`src/sv/i2c_sbs_pkg.sv`:
```
// Package: types and constants shared by the I2C slave byte sequencer files.
`timescale 1ns / 1ps

package i2c_sbs_pkg;

    // Sequencer phase, one per byte or ack step on the bus
    typedef enum logic [3:0] {
        PH_IDLE      = 4'd0,
        PH_ADDR      = 4'd1,
        PH_ADDR_ACK  = 4'd2,
        PH_RX        = 4'd3,
        PH_RX_ACK    = 4'd4,
        PH_TX        = 4'd5,
        PH_TX_ACK    = 4'd6,
        PH_TEST_ACK  = 4'd7,
        PH_NACK_DONE = 4'd8
    } t_phase;

    // Shift register load values
    localparam logic [7:0] VAL_ACK  = 8'h00;
    localparam logic [7:0] VAL_NACK = 8'hFF;

    // Bit counts for the shift unit
    localparam logic [3:0] BITS_NONE = 4'd0;
    localparam logic [3:0] BITS_ACK  = 4'd1;
    localparam logic [3:0] BITS_BYTE = 4'd8;

    // One shift event
    typedef struct packed {
        logic       start_flag;
        logic [7:0] shift_data;
        logic [7:0] tx_data;
    } t_in_item;

    // One result
    typedef struct packed {
        logic       start_notice;
        logic       sda_drive;
        logic       shift_load;
        logic [7:0] shift_value;
        logic [3:0] bit_count;
        logic       rx_valid;
        logic [7:0] rx_byte;
        logic       tx_taken;
        logic [3:0] phase_out;
    } t_out_item;

endpackage

```
`src/sv/i2c_sbs_if.sv`:
```
// Interfaces: event input, result output and address configuration channels.
`timescale 1ns / 1ps

interface i2c_sbs_in_if;
    logic       valid;
    logic       ready;
    logic       start_flag;
    logic [7:0] shift_data;
    logic [7:0] tx_data;

    modport source (output valid, start_flag, shift_data, tx_data, input ready);
    modport sink   (input valid, start_flag, shift_data, tx_data, output ready);
endinterface

interface i2c_sbs_out_if;
    logic       valid;
    logic       ready;
    logic       start_notice;
    logic       sda_drive;
    logic       shift_load;
    logic [7:0] shift_value;
    logic [3:0] bit_count;
    logic       rx_valid;
    logic [7:0] rx_byte;
    logic       tx_taken;
    logic [3:0] phase_out;

    modport source (output valid, start_notice, sda_drive, shift_load, shift_value,
                    bit_count, rx_valid, rx_byte, tx_taken, phase_out, input ready);
    modport sink   (input valid, start_notice, sda_drive, shift_load, shift_value,
                    bit_count, rx_valid, rx_byte, tx_taken, phase_out, output ready);
endinterface

interface i2c_sbs_cfg_if;
    logic       valid;
    logic       ready;
    logic [6:0] dev_addr;

    modport source (output valid, dev_addr, input ready);
    modport sink   (input valid, dev_addr, output ready);
endinterface

```
`src/sv/i2c_sbs_in_stage.sv`:
```
// Input register stage: captures one event item and hands it to the step stage.
`timescale 1ns / 1ps

module i2c_sbs_in_stage (
    input  logic                  i_clk,
    input  logic                  i_rst_n,
    input  logic                  i_valid,
    output logic                  o_ready,
    input  i2c_sbs_pkg::t_in_item i_item,
    output logic                  o_valid,
    input  logic                  i_ready,
    output i2c_sbs_pkg::t_in_item o_item
);
    import i2c_sbs_pkg::*;

    logic     r_valid;
    t_in_item r_item;
    logic     n_valid;
    logic     w_load;

    // Accept when empty or when the held item moves on this cycle
    assign o_ready = !r_valid || i_ready;
    assign w_load  = i_valid && o_ready;

    always_comb begin
        n_valid = r_valid;
        if (w_load) begin
            n_valid = 1'b1;
        end else if (i_ready) begin
            n_valid = 1'b0;
        end
    end

    always_ff @(posedge i_clk) begin
        if (!i_rst_n) begin
            r_valid <= 1'b0;
        end else begin
            r_valid <= n_valid;
        end
    end

    // Payload
    always_ff @(posedge i_clk) begin
        if (w_load) begin
            r_item <= i_item;
        end
    end

    assign o_valid = r_valid;
    assign o_item  = r_item;

endmodule

```
`src/sv/i2c_sbs_step.sv`:
```
// Step stage: phase and SDA-drive state, next-result logic and result register.
`timescale 1ns / 1ps

module i2c_sbs_step (
    input  logic                   i_clk,
    input  logic                   i_rst_n,
    input  logic [6:0]             i_dev_addr,
    input  logic                   i_valid,
    output logic                   o_ready,
    input  i2c_sbs_pkg::t_in_item  i_item,
    output logic                   o_valid,
    input  logic                   i_ready,
    output i2c_sbs_pkg::t_out_item o_item
);
    import i2c_sbs_pkg::*;

    t_phase    r_phase;
    t_phase    n_phase;
    logic      r_sda;
    logic      n_sda;
    logic      r_valid;
    logic      n_valid;
    t_out_item r_res;
    t_out_item n_res;
    t_phase    w_cur;
    logic      w_do_tx;
    logic      w_adv;

    // Output register frees when empty or taken
    assign o_ready = !r_valid || i_ready;
    assign w_adv   = i_valid && o_ready;

    // Next state and result for the item at the input
    always_comb begin
        w_cur   = i_item.start_flag ? PH_ADDR : r_phase;
        n_phase = w_cur;
        n_sda   = r_sda;
        w_do_tx = 1'b0;
        n_res   = '0;
        n_res.start_notice = i_item.start_flag;

        case (w_cur)
            PH_ADDR: begin
                n_res.bit_count = BITS_BYTE;
                n_phase         = PH_ADDR_ACK;
            end
            PH_ADDR_ACK: begin
                n_res.shift_load = 1'b1;
                n_res.bit_count  = BITS_ACK;
                if (i_item.shift_data[7:1] == i_dev_addr) begin
                    n_sda             = 1'b1;
                    n_res.shift_value = VAL_ACK;
                    n_phase           = i_item.shift_data[0] ? PH_TX : PH_RX;
                end else begin
                    n_res.shift_value = VAL_NACK;
                    n_phase           = PH_NACK_DONE;
                end
            end
            PH_RX: begin
                n_sda           = 1'b0;
                n_res.bit_count = BITS_BYTE;
                n_phase         = PH_RX_ACK;
            end
            PH_RX_ACK: begin
                n_res.rx_valid    = 1'b1;
                n_res.rx_byte     = i_item.shift_data;
                n_sda             = 1'b1;
                n_res.shift_load  = 1'b1;
                n_res.shift_value = VAL_ACK;
                n_res.bit_count   = BITS_ACK;
                n_phase           = PH_RX;
            end
            PH_TX: begin
                w_do_tx = 1'b1;
            end
            PH_TX_ACK: begin
                n_sda           = 1'b0;
                n_res.bit_count = BITS_ACK;
                n_phase         = PH_TEST_ACK;
            end
            PH_TEST_ACK: begin
                // master NACK ends the read, ACK asks for another byte
                if (i_item.shift_data[0]) begin
                    n_phase = PH_IDLE;
                end else begin
                    w_do_tx = 1'b1;
                end
            end
            PH_NACK_DONE: begin
                n_sda   = 1'b0;
                n_phase = PH_IDLE;
            end
            default: begin
                n_phase = PH_IDLE;
            end
        endcase

        // Load the offered byte for transmission
        if (w_do_tx) begin
            n_sda             = 1'b1;
            n_res.tx_taken    = 1'b1;
            n_res.shift_load  = 1'b1;
            n_res.shift_value = i_item.tx_data;
            n_res.bit_count   = BITS_BYTE;
            n_phase           = PH_TX_ACK;
        end

        n_res.sda_drive = n_sda;
        n_res.phase_out = n_phase;
    end

    // Output valid
    always_comb begin
        n_valid = r_valid;
        if (w_adv) begin
            n_valid = 1'b1;
        end else if (i_ready) begin
            n_valid = 1'b0;
        end
    end

    // Control state
    always_ff @(posedge i_clk) begin
        if (!i_rst_n) begin
            r_phase <= PH_IDLE;
            r_sda   <= 1'b0;
            r_valid <= 1'b0;
        end else begin
            r_valid <= n_valid;
            if (w_adv) begin
                r_phase <= n_phase;
                r_sda   <= n_sda;
            end
        end
    end

    // Result payload
    always_ff @(posedge i_clk) begin
        if (w_adv) begin
            r_res <= n_res;
        end
    end

    assign o_valid = r_valid;
    assign o_item  = r_res;

endmodule

```
`src/sv/i2c_slave_byte_sequencer.sv`:
```
// Top level: I2C slave byte sequencer with input register, step stage and address register.
//
//  channel  | dir | handshake   | payload
//  ---------+-----+-------------+------------------------------------------------
//  i_in     | in  | valid/ready | start_flag, shift_data, tx_data
//  o_out    | out | valid/ready | start_notice, sda_drive, shift_load, shift_value,
//           |     |             | bit_count, rx_valid, rx_byte, tx_taken, phase_out
//  i_cfg    | in  | valid/ready | dev_addr
//
//  An event item is accepted every cycle when the output side keeps up; an accepted item
//  is loaded into the input register and its result then into the result register, so
//  a result passes through both registers before it reaches the output.
//  Synchronous active-low reset clears valids, phase (idle), SDA drive and address.
//  A stalled output holds its result; the input register keeps taking one more item.
//  The configuration channel is always ready.
`timescale 1ns / 1ps

module i2c_slave_byte_sequencer (
    input  logic                 i_clk,
    input  logic                 i_rst_n,
    i2c_sbs_in_if.sink           i_in,
    i2c_sbs_out_if.source        o_out,
    i2c_sbs_cfg_if.sink          i_cfg
);
    import i2c_sbs_pkg::*;

    logic [6:0] r_dev_addr;
    t_in_item  w_in_item;
    t_in_item  w_stg_item;
    logic      w_stg_valid;
    logic      w_stg_ready;
    t_out_item w_res;

    // Address register
    assign i_cfg.ready = 1'b1;

    always_ff @(posedge i_clk) begin
        if (!i_rst_n) begin
            r_dev_addr <= '0;
        end else if (i_cfg.valid) begin
            r_dev_addr <= i_cfg.dev_addr;
        end
    end

    assign w_in_item.start_flag = i_in.start_flag;
    assign w_in_item.shift_data = i_in.shift_data;
    assign w_in_item.tx_data    = i_in.tx_data;

    i2c_sbs_in_stage u_in_stage (
        .i_clk   (i_clk),
        .i_rst_n (i_rst_n),
        .i_valid (i_in.valid),
        .o_ready (i_in.ready),
        .i_item  (w_in_item),
        .o_valid (w_stg_valid),
        .i_ready (w_stg_ready),
        .o_item  (w_stg_item)
    );

    i2c_sbs_step u_step (
        .i_clk      (i_clk),
        .i_rst_n    (i_rst_n),
        .i_dev_addr (r_dev_addr),
        .i_valid    (w_stg_valid),
        .o_ready    (w_stg_ready),
        .i_item     (w_stg_item),
        .o_valid    (o_out.valid),
        .i_ready    (o_out.ready),
        .o_item     (w_res)
    );

    // Result fields out
    assign o_out.start_notice = w_res.start_notice;
    assign o_out.sda_drive    = w_res.sda_drive;
    assign o_out.shift_load   = w_res.shift_load;
    assign o_out.shift_value  = w_res.shift_value;
    assign o_out.bit_count    = w_res.bit_count;
    assign o_out.rx_valid     = w_res.rx_valid;
    assign o_out.rx_byte      = w_res.rx_byte;
    assign o_out.tx_taken     = w_res.tx_taken;
    assign o_out.phase_out    = w_res.phase_out;

endmodule

```
`src/flat_wrapper.sv`:
```
// flat-port wrapper written by rule: the top's interface ports become plain ports
module i2c_slave_byte_sequencer_flat import i2c_sbs_pkg::*;
  (i_clk, i_rst_n, i_in_valid, i_in_start_flag, i_in_shift_data, i_in_tx_data, i_in_ready, o_out_valid, o_out_start_notice, o_out_sda_drive, o_out_shift_load, o_out_shift_value, o_out_bit_count, o_out_rx_valid, o_out_rx_byte, o_out_tx_taken, o_out_phase_out, o_out_ready, i_cfg_valid, i_cfg_dev_addr, i_cfg_ready);
  i2c_sbs_in_if i_in_i ();
  i2c_sbs_out_if o_out_i ();
  i2c_sbs_cfg_if i_cfg_i ();
  input  logic i_clk;
  input  logic i_rst_n;
  input wire logic [$bits(i_in_i.valid)-1:0] i_in_valid;
  input wire logic [$bits(i_in_i.start_flag)-1:0] i_in_start_flag;
  input wire logic [$bits(i_in_i.shift_data)-1:0] i_in_shift_data;
  input wire logic [$bits(i_in_i.tx_data)-1:0] i_in_tx_data;
  output wire logic [$bits(i_in_i.ready)-1:0] i_in_ready;
  output wire logic [$bits(o_out_i.valid)-1:0] o_out_valid;
  output wire logic [$bits(o_out_i.start_notice)-1:0] o_out_start_notice;
  output wire logic [$bits(o_out_i.sda_drive)-1:0] o_out_sda_drive;
  output wire logic [$bits(o_out_i.shift_load)-1:0] o_out_shift_load;
  output wire logic [$bits(o_out_i.shift_value)-1:0] o_out_shift_value;
  output wire logic [$bits(o_out_i.bit_count)-1:0] o_out_bit_count;
  output wire logic [$bits(o_out_i.rx_valid)-1:0] o_out_rx_valid;
  output wire logic [$bits(o_out_i.rx_byte)-1:0] o_out_rx_byte;
  output wire logic [$bits(o_out_i.tx_taken)-1:0] o_out_tx_taken;
  output wire logic [$bits(o_out_i.phase_out)-1:0] o_out_phase_out;
  input wire logic [$bits(o_out_i.ready)-1:0] o_out_ready;
  input wire logic [$bits(i_cfg_i.valid)-1:0] i_cfg_valid;
  input wire logic [$bits(i_cfg_i.dev_addr)-1:0] i_cfg_dev_addr;
  output wire logic [$bits(i_cfg_i.ready)-1:0] i_cfg_ready;
  assign i_in_i.valid = i_in_valid;
  assign i_in_i.start_flag = i_in_start_flag;
  assign i_in_i.shift_data = i_in_shift_data;
  assign i_in_i.tx_data = i_in_tx_data;
  assign i_in_ready = i_in_i.ready;
  assign o_out_valid = o_out_i.valid;
  assign o_out_start_notice = o_out_i.start_notice;
  assign o_out_sda_drive = o_out_i.sda_drive;
  assign o_out_shift_load = o_out_i.shift_load;
  assign o_out_shift_value = o_out_i.shift_value;
  assign o_out_bit_count = o_out_i.bit_count;
  assign o_out_rx_valid = o_out_i.rx_valid;
  assign o_out_rx_byte = o_out_i.rx_byte;
  assign o_out_tx_taken = o_out_i.tx_taken;
  assign o_out_phase_out = o_out_i.phase_out;
  assign o_out_i.ready = o_out_ready;
  assign i_cfg_i.valid = i_cfg_valid;
  assign i_cfg_i.dev_addr = i_cfg_dev_addr;
  assign i_cfg_ready = i_cfg_i.ready;
  i2c_slave_byte_sequencer u_core (.i_clk(i_clk), .i_rst_n(i_rst_n), .i_in(i_in_i), .o_out(o_out_i), .i_cfg(i_cfg_i));
endmodule
```
`config.mk`:
```
export PLATFORM = sky130hd
export DESIGN_NAME = i2c_slave_byte_sequencer_flat
export DESIGN_NICKNAME = d
export VERILOG_FILES = /design/src/sv/i2c_sbs_pkg.sv /design/src/sv/i2c_sbs_if.sv /design/src/sv/i2c_sbs_in_stage.sv /design/src/sv/i2c_sbs_step.sv /design/src/sv/i2c_slave_byte_sequencer.sv /design/src/flat_wrapper.sv
export SDC_FILE = /design/constraint.sdc
export NUM_CORES = 1
export LEC_CHECK = 0
export ABC_AREA = 0
export BUFFER_PORTS_ARGS = -buffer_cell sky130_fd_sc_hd__buf_4
export CORE_ASPECT_RATIO = 1.25
export CORE_UTILIZATION = 45
export DETAILED_ROUTE_END_ITERATION = 16
export PLACE_DENSITY = 0.78
export REMOVE_ABC_BUFFERS = 1
export SETUP_SLACK_MARGIN = 0.05
export SYNTH_ARGS = -nofsm -noshare
export SYNTH_HDL_FRONTEND = slang
export SYNTH_SLANG_ARGS = --single-unit
```
`constraint.sdc`:
```
create_clock -name i_clk -period 5.4 [get_ports i_clk]
set_clock_uncertainty 0.15 [all_clocks]
set_input_delay 1.08 -clock i_clk [delete_from_list [all_inputs] [get_ports i_clk]]
set_output_delay 1.08 -clock i_clk [all_outputs]
set_load 0.02 [all_outputs]
```
# Word level (Yosys, flattened, before mapping)
# Index checks and enable logic that the tools add are counted.
dict set report classes {
  reduce_logical 11
  mux 21
  eq_ne 9
}
# cell count
set ops {}
lappend ops {{$pmux W4 S7} 1}
lappend ops {{$pmux W9 S2} 1}
lappend ops {{$eq A4 B3 Y1 const B} 4}
lappend ops {{$mux W4} 4}
lappend ops {{$mux W12} 1}
lappend ops {{$mux W9} 1}
lappend ops {{$eq A4 B2 Y1 const B} 2}
lappend ops {{$mux W1} 8}
lappend ops {{$mux W8} 1}
lappend ops {{$pmux W4 S2} 1}
lappend ops {{$eq A7 B7 Y1} 1}
lappend ops {{$reduce_or A3 Y1} 2}
lappend ops {{$eq A4 B1 Y1 const B} 1}
lappend ops {{$eq A4 B4 Y1 const B} 1}
lappend ops {{$reduce_bool A2 Y1} 2}
lappend ops {{$mux W3} 1}
lappend ops {{$pmux W1 S3} 1}
lappend ops {{$logic_and A1 B1 Y1} 2}
lappend ops {{$logic_not A1 Y1} 2}
lappend ops {{$logic_or A1 B1 Y1} 2}
lappend ops {{$pmux W1 S2} 1}
lappend ops {{$reduce_or A2 Y1} 1}
dict set report word_totals {
  word_cells 58
  reg_bits 60
  inputBits 29
}

# Depth between registers and ports, before layout
dict set report logic_depth {
  word_depth 5
  ltp_mapped 6
  ltp_nobuf 5
}

# Cells and area by module
# Synthesis repeated with hierarchy kept, for this count alone.
dict set report unflattened {
  hier_cells 174
  hier_area_um2 2427.3
}
# mod area_per_inst_um2 cells_each instances seq_area_each_um2
set by_module_without_submodules {}
lappend by_module_without_submodules {i2c_sbs_step 1582.8 128 1 930.9}
lappend by_module_without_submodules {i2c_sbs_in_stage 568.0 22 1 530.5}
lappend by_module_without_submodules {i2c_slave_byte_sequencer 276.5 24 1 140.1}

# Worst setup path before layout
# No wires, ideal clock.
dict set report synth_path {
  path_type {input to register}
  start {input o_out_ready}
  end {register u_core.u_step.r_phase[3]}
  path_slack_ns 2.566
  stages 4
  setup_ns 0.119
  t_arrival_ns 2.565
  cell_sequence {nor2b_1 -> nand2b_1 -> clkinv_1 -> a31o_2}
}
dict set report synth_via {
  elab_chain_len 2
}
# item line_no
set synth_rtl {}
lappend synth_rtl {{from (decl)} flat_wrapper.sv:24} ;# input wire logic [$bits(o_out_i.ready)-1:0] o_out_ready;
lappend synth_rtl {{$logic_or A1 B1 Y1} i2c_sbs_step.sv:30} ;# assign o_ready = !r_valid || i_ready;
lappend synth_rtl {{$logic_and A1 B1 Y1} i2c_sbs_step.sv:31} ;# assign w_adv = i_valid && o_ready;
lappend synth_rtl {{to (signal assigned)} i2c_sbs_step.sv:131} ;# r_phase <= n_phase;
lappend synth_rtl {{to (decl)} i2c_sbs_step.sv:17} ;# t_phase r_phase;
# No other way between the ends.
# A chain may end at the register's enable or synchronous reset.

# Worst setup path after layout
dict set report layout_path {
  start {input o_out_ready}
  end {register u_core.u_step.r_phase[2]}
}
# The elaborated chain is that of the path after synthesis.

==> load_flow_metrics.sql <==
INSERT INTO impl_metrics (metric_group, metric, value, unit) VALUES
('critical_path', 'worstSetupPathType', 'in2reg', ''),
('die', 'core.rowCount', '29', ''),
('clock_tree', 'post_cts_hold_buffer_count', '0', ''),
('synth', 'post-synth-top-area-fraction', '56.4', '%'),
('clock_tree', 'cts_inserted_buffers', '9', ''),
('critical_path', 'endpoint_required_time_on_the_critical_path', '5.42', 'ns'),
('detailed_routing', 'postRouteWirelength', '4.11', 'mm'),
('sta', 'grt_setup_unrepaired', 'no', ''),
('clock_tree', 'path_clk_slew', '0.06', 'ns'),
('critical_path', 'worstPathArrival', '3.03', 'ns'),
('layout', 'antenna_cells_inserted', '0', ''),
('die', 'initial_utilization', '46.4', '%'),
('power_and_ir_drop', 'power_density', '324', 'nW/um2'),
('clock_tree', 'clock_path_buffers', '2', ''),
('synth', 'synth.avg_cell_area', '13.3', 'um2'),
('placement', 'count_of_input_and_output_buffers', '57', ''),
('sta', 'timing.final.max_slew_violations', '0', ''),
('placement', 'detailedPlacementHpwl', '2.80', 'mm'),
('power_and_ir_drop', 'report.power.total', '0.000960', 'W'),
('synth', 'synth.area.top_cells', 'edfxtp_1 (56%), dfxtp_1 (12%), a21o_1 (3.2%)', ''),
('sta', 'slew_limit_headroom', '28.6', '%'),
('global_routing', 'first_global_vias', '1376', ''),
('clock_tree', 'post-cts-setup-buffers', '0', ''),
('critical_path', 'cp-end-kind', 'register', ''),
('die', 'coreArea', '5040', 'um2'),
('layout', 'final_nets', '262', ''),
('sta', 'report.final.hold_viol_count', '0', ''),
('clock_tree', 'cts.sinks', '58', ''),
('placement', 'post_dp_cell_area', '2780', 'um2'),
('detailed_routing', 'firstDrtPassIters', '4', ''),
('min_path', 'hold_path_class', 'reg2reg', ''),
('layout', 'stdcell_area', '2970', 'um2'),
('critical_path', 'cp-start-kind', 'primary input', ''),
('detailed_routing', 'detail_route.drc_violations', '0', ''),
('global_routing', 'grt_pass1_wl', '6.31', 'mm'),
('placement', 'place_congestion', '0.865', ''),
('power_and_ir_drop', 'power_leakage', '1.27', 'nW'),
('critical_path', 'crit_fanout', '34', ''),
('outcome', 'run_status', 'complete, no violations', ''),
('detailed_routing', 'ant_nets', '0', ''),
('sta', 'timing_worst_slew_pin_value', '1.06', 'ns'),
('synth', 'synth_largest_area_cell', 'edfxtp_1', ''),
('synth', 'ys_seq_elements', '58', ''),
('clock_tree', 'clock_insertion_delay_worst_skew', '0.33', 'ns'),
('die', 'num_io_pins', '61', ''),
('clock_tree', 'post_cts_resized', '0', ''),
('sta', 'fmax', '0.332', 'GHz'),
('detailed_routing', 'dr_total_vias', '1520', ''),
('power_and_ir_drop', 'irDropWorstVdd', '0.207', 'mV'),
('global_routing', 'grt_remaining_overflow', '0', ''),
('clock_tree', 'cts_tree', 'built', ''),
('synth', 'synth_edf_count', '44', ''),
('global_routing', 'grt_start_max_net_pins', '35', ''),
('global_routing', 'grt_antenna_before_repair', '0', ''),
('sta', 'fin_worst_hold_slack', '0.364', 'ns'),
('die', 'die-area', '5500', 'um2'),
('sta', 'final_min_period_over_clock_period', '55.7', '%'),
('run', 'maxCapViolations', '0', ''),
('sta', 'setup_tns', '0', 'ns'),
('clock_tree', 'cts-htree-levels', '3', ''),
('layout', 'areaGrowthSynthToFinish', '26.7', '%'),
('sta', 'min_clock_period_post_route', '3.01', 'ns'),
('global_routing', 'globalRouteTotalUtil', '16.5', '%'),
('synth', 'ys.flop_type', 'edfxtp_1', ''),
('die', 'floorplan.die.height', '82.6', 'um'),
('clock_tree', 'clock_root_buffer', 'clkbuf_8', ''),
('detailed_routing', 'drt-wirelength-per-cell', '13.7', 'um'),
('synth', 'async_flop_share', '0', '%'),
('detailed_routing', 'drt-initial-drc-count', '61', ''),
('synth', 'yosys_synthesis_warning_count', '0', ''),
('sta', 'setup_viol_count_final', '0', ''),
('synth', 'share_of_the_yosys_chip_area_belonging_to_registers', '68.4', '%'),
('synth', 'yosys.cell_types.count', '42', ''),
('detailed_routing', 'routed_via_density', '5.07', ''),
('synth', 'netlist_instances', '176', ''),
('die', 'die_width', '66.5', 'um'),
('layout', 'drive_above_1_share', '31.9', '%'),
('synth', 'syn_area', '2340', 'um2');
## power breakdown
| group | leakage [nW] | internal, W | switching, W | total (W) |
|---|---|---|---|---|
| registers | 0.535 | 0.000506 | 0.0000144 | 0.000520 |
| logic | 0.636 | 0.0000390 | 0.0000474 | 0.0000864 |
| clock network | 0.0968 | 0.000201 | 0.000153 | 0.000354 |
## logic make-up after synthesis
| kind of cell | count (synthesis) | synth area share (%) |
|---|---|---|
| DFF | 58 | 68.4 |
| and+or+nand+nor | 56 | 13.0 |
| AOI/OAI and AO/OA | 29 | 8.98 |
| buffers and inverters | 17 | 3.63 |
| xor gates and xnor gates | 7 | 2.62 |
| muxes | 7 | 2.99 |
| other | 2 | 0.321 |
## synth_stat cells (2+ instances only)
cell / n
nand4_1: 4
xor2_1: 7
a21oi_1: 2
dfxtp_1: 14
a21o_1: 10
nand2_1: 8
conb_1: 2
buf_2: 2
and3_1: 3
nand2b_1: 2
and2_1: 8
nor4_1: 2
nand3_1: 4
nor2_1: 14
inv_1: 4
mux2i_1: 7
o21ai_0: 3
edfxtp_1: 44
nor3_1: 3
clkbuf_1: 6
a31oi_1: 4
buf_4: 3
## layout make-up
cell class              count  area [um2]
well taps                  62        77.6
fillers                   422        2080
repair buffers             57         428
inverters                   5        18.8
clock inverters             3        13.8
clock buffers              13         169
flip-flops and latches     58        1600
multi-input cells         102         658
## per-layer routing
metal	wire, um	up-vias	global-route usage [%]
met5	0	-	0
met1	1640	709	18.9
met3	185	12	5.77
met4	103	0	10.0
li1	-	756	-
met2	2180	43	26.3
## per-stage QoR
step | utilization, % | setup slack [ns] | cells
2_1_floorplan | - | 2.57 | 165
3_3_place_gp | 55.2 | 2.14 | 284
3_5_place_dp | 55.2 | 2.03 | 284
4_1_cts | 58.8 | 2.38 | 300
5_1_grt | 58.8 | 2.09 | 300
6_report | 58.8 | 2.39 | 300
## flip-flops by register name, indices dropped and copies added, names as in the netlist
name                       flops
u_core.u_in_stage.o_valid      1
u_core.u_step.r_phase          4
u_core.u_step.r_sda            1
u_core.u_in_stage.o_item      17
u_core.u_step.o_valid          1
u_core.r_dev_addr              7
u_core.u_step.o_item          27
## critical path, stage by stage
cell	delay [ns]
buf_4	0.11
nor2b_1	0.20
nand2b_1	0.24
clkinv_1	0.87
o21ai_0	0.46
a31oi_1	0.06
## final timing paths
kind              slack (ns)  cells past startpoint             startpoint                  endpoint
setup / recovery        2.39                      6            o_out_ready  u_core.u_step.r_phase[2]
hold / removal          0.36                      2   u_core.r_dev_addr[3]      u_core.r_dev_addr[3]
setup reg to reg        2.88                      5  u_core.u_step.o_valid  u_core.u_step.r_phase[2]
hold reg to reg         0.36                      2   u_core.r_dev_addr[3]      u_core.r_dev_addr[3]
## placed cells by master (no fill, tap or decap), types with 2 or more instances in the layout
cell and count:
and3_1 3, nand2_1 8, xor2_1 7, a21o_1 10, nand3_1 4, nor2_1 14, nand2b_1 2, a21oi_1 2
dfxtp_1 14, clkinv_2 2, a31oi_1 4, inv_1 4, clkbuf_8 12, nand4_1 4, mux2i_1 7, edfxtp_1 44
and2_1 8, conb_1 3, nor3_1 3, clkinv_1 2, nor4_1 2, o21ai_0 3, buf_4 57
(Power assumes the default switching activity.)
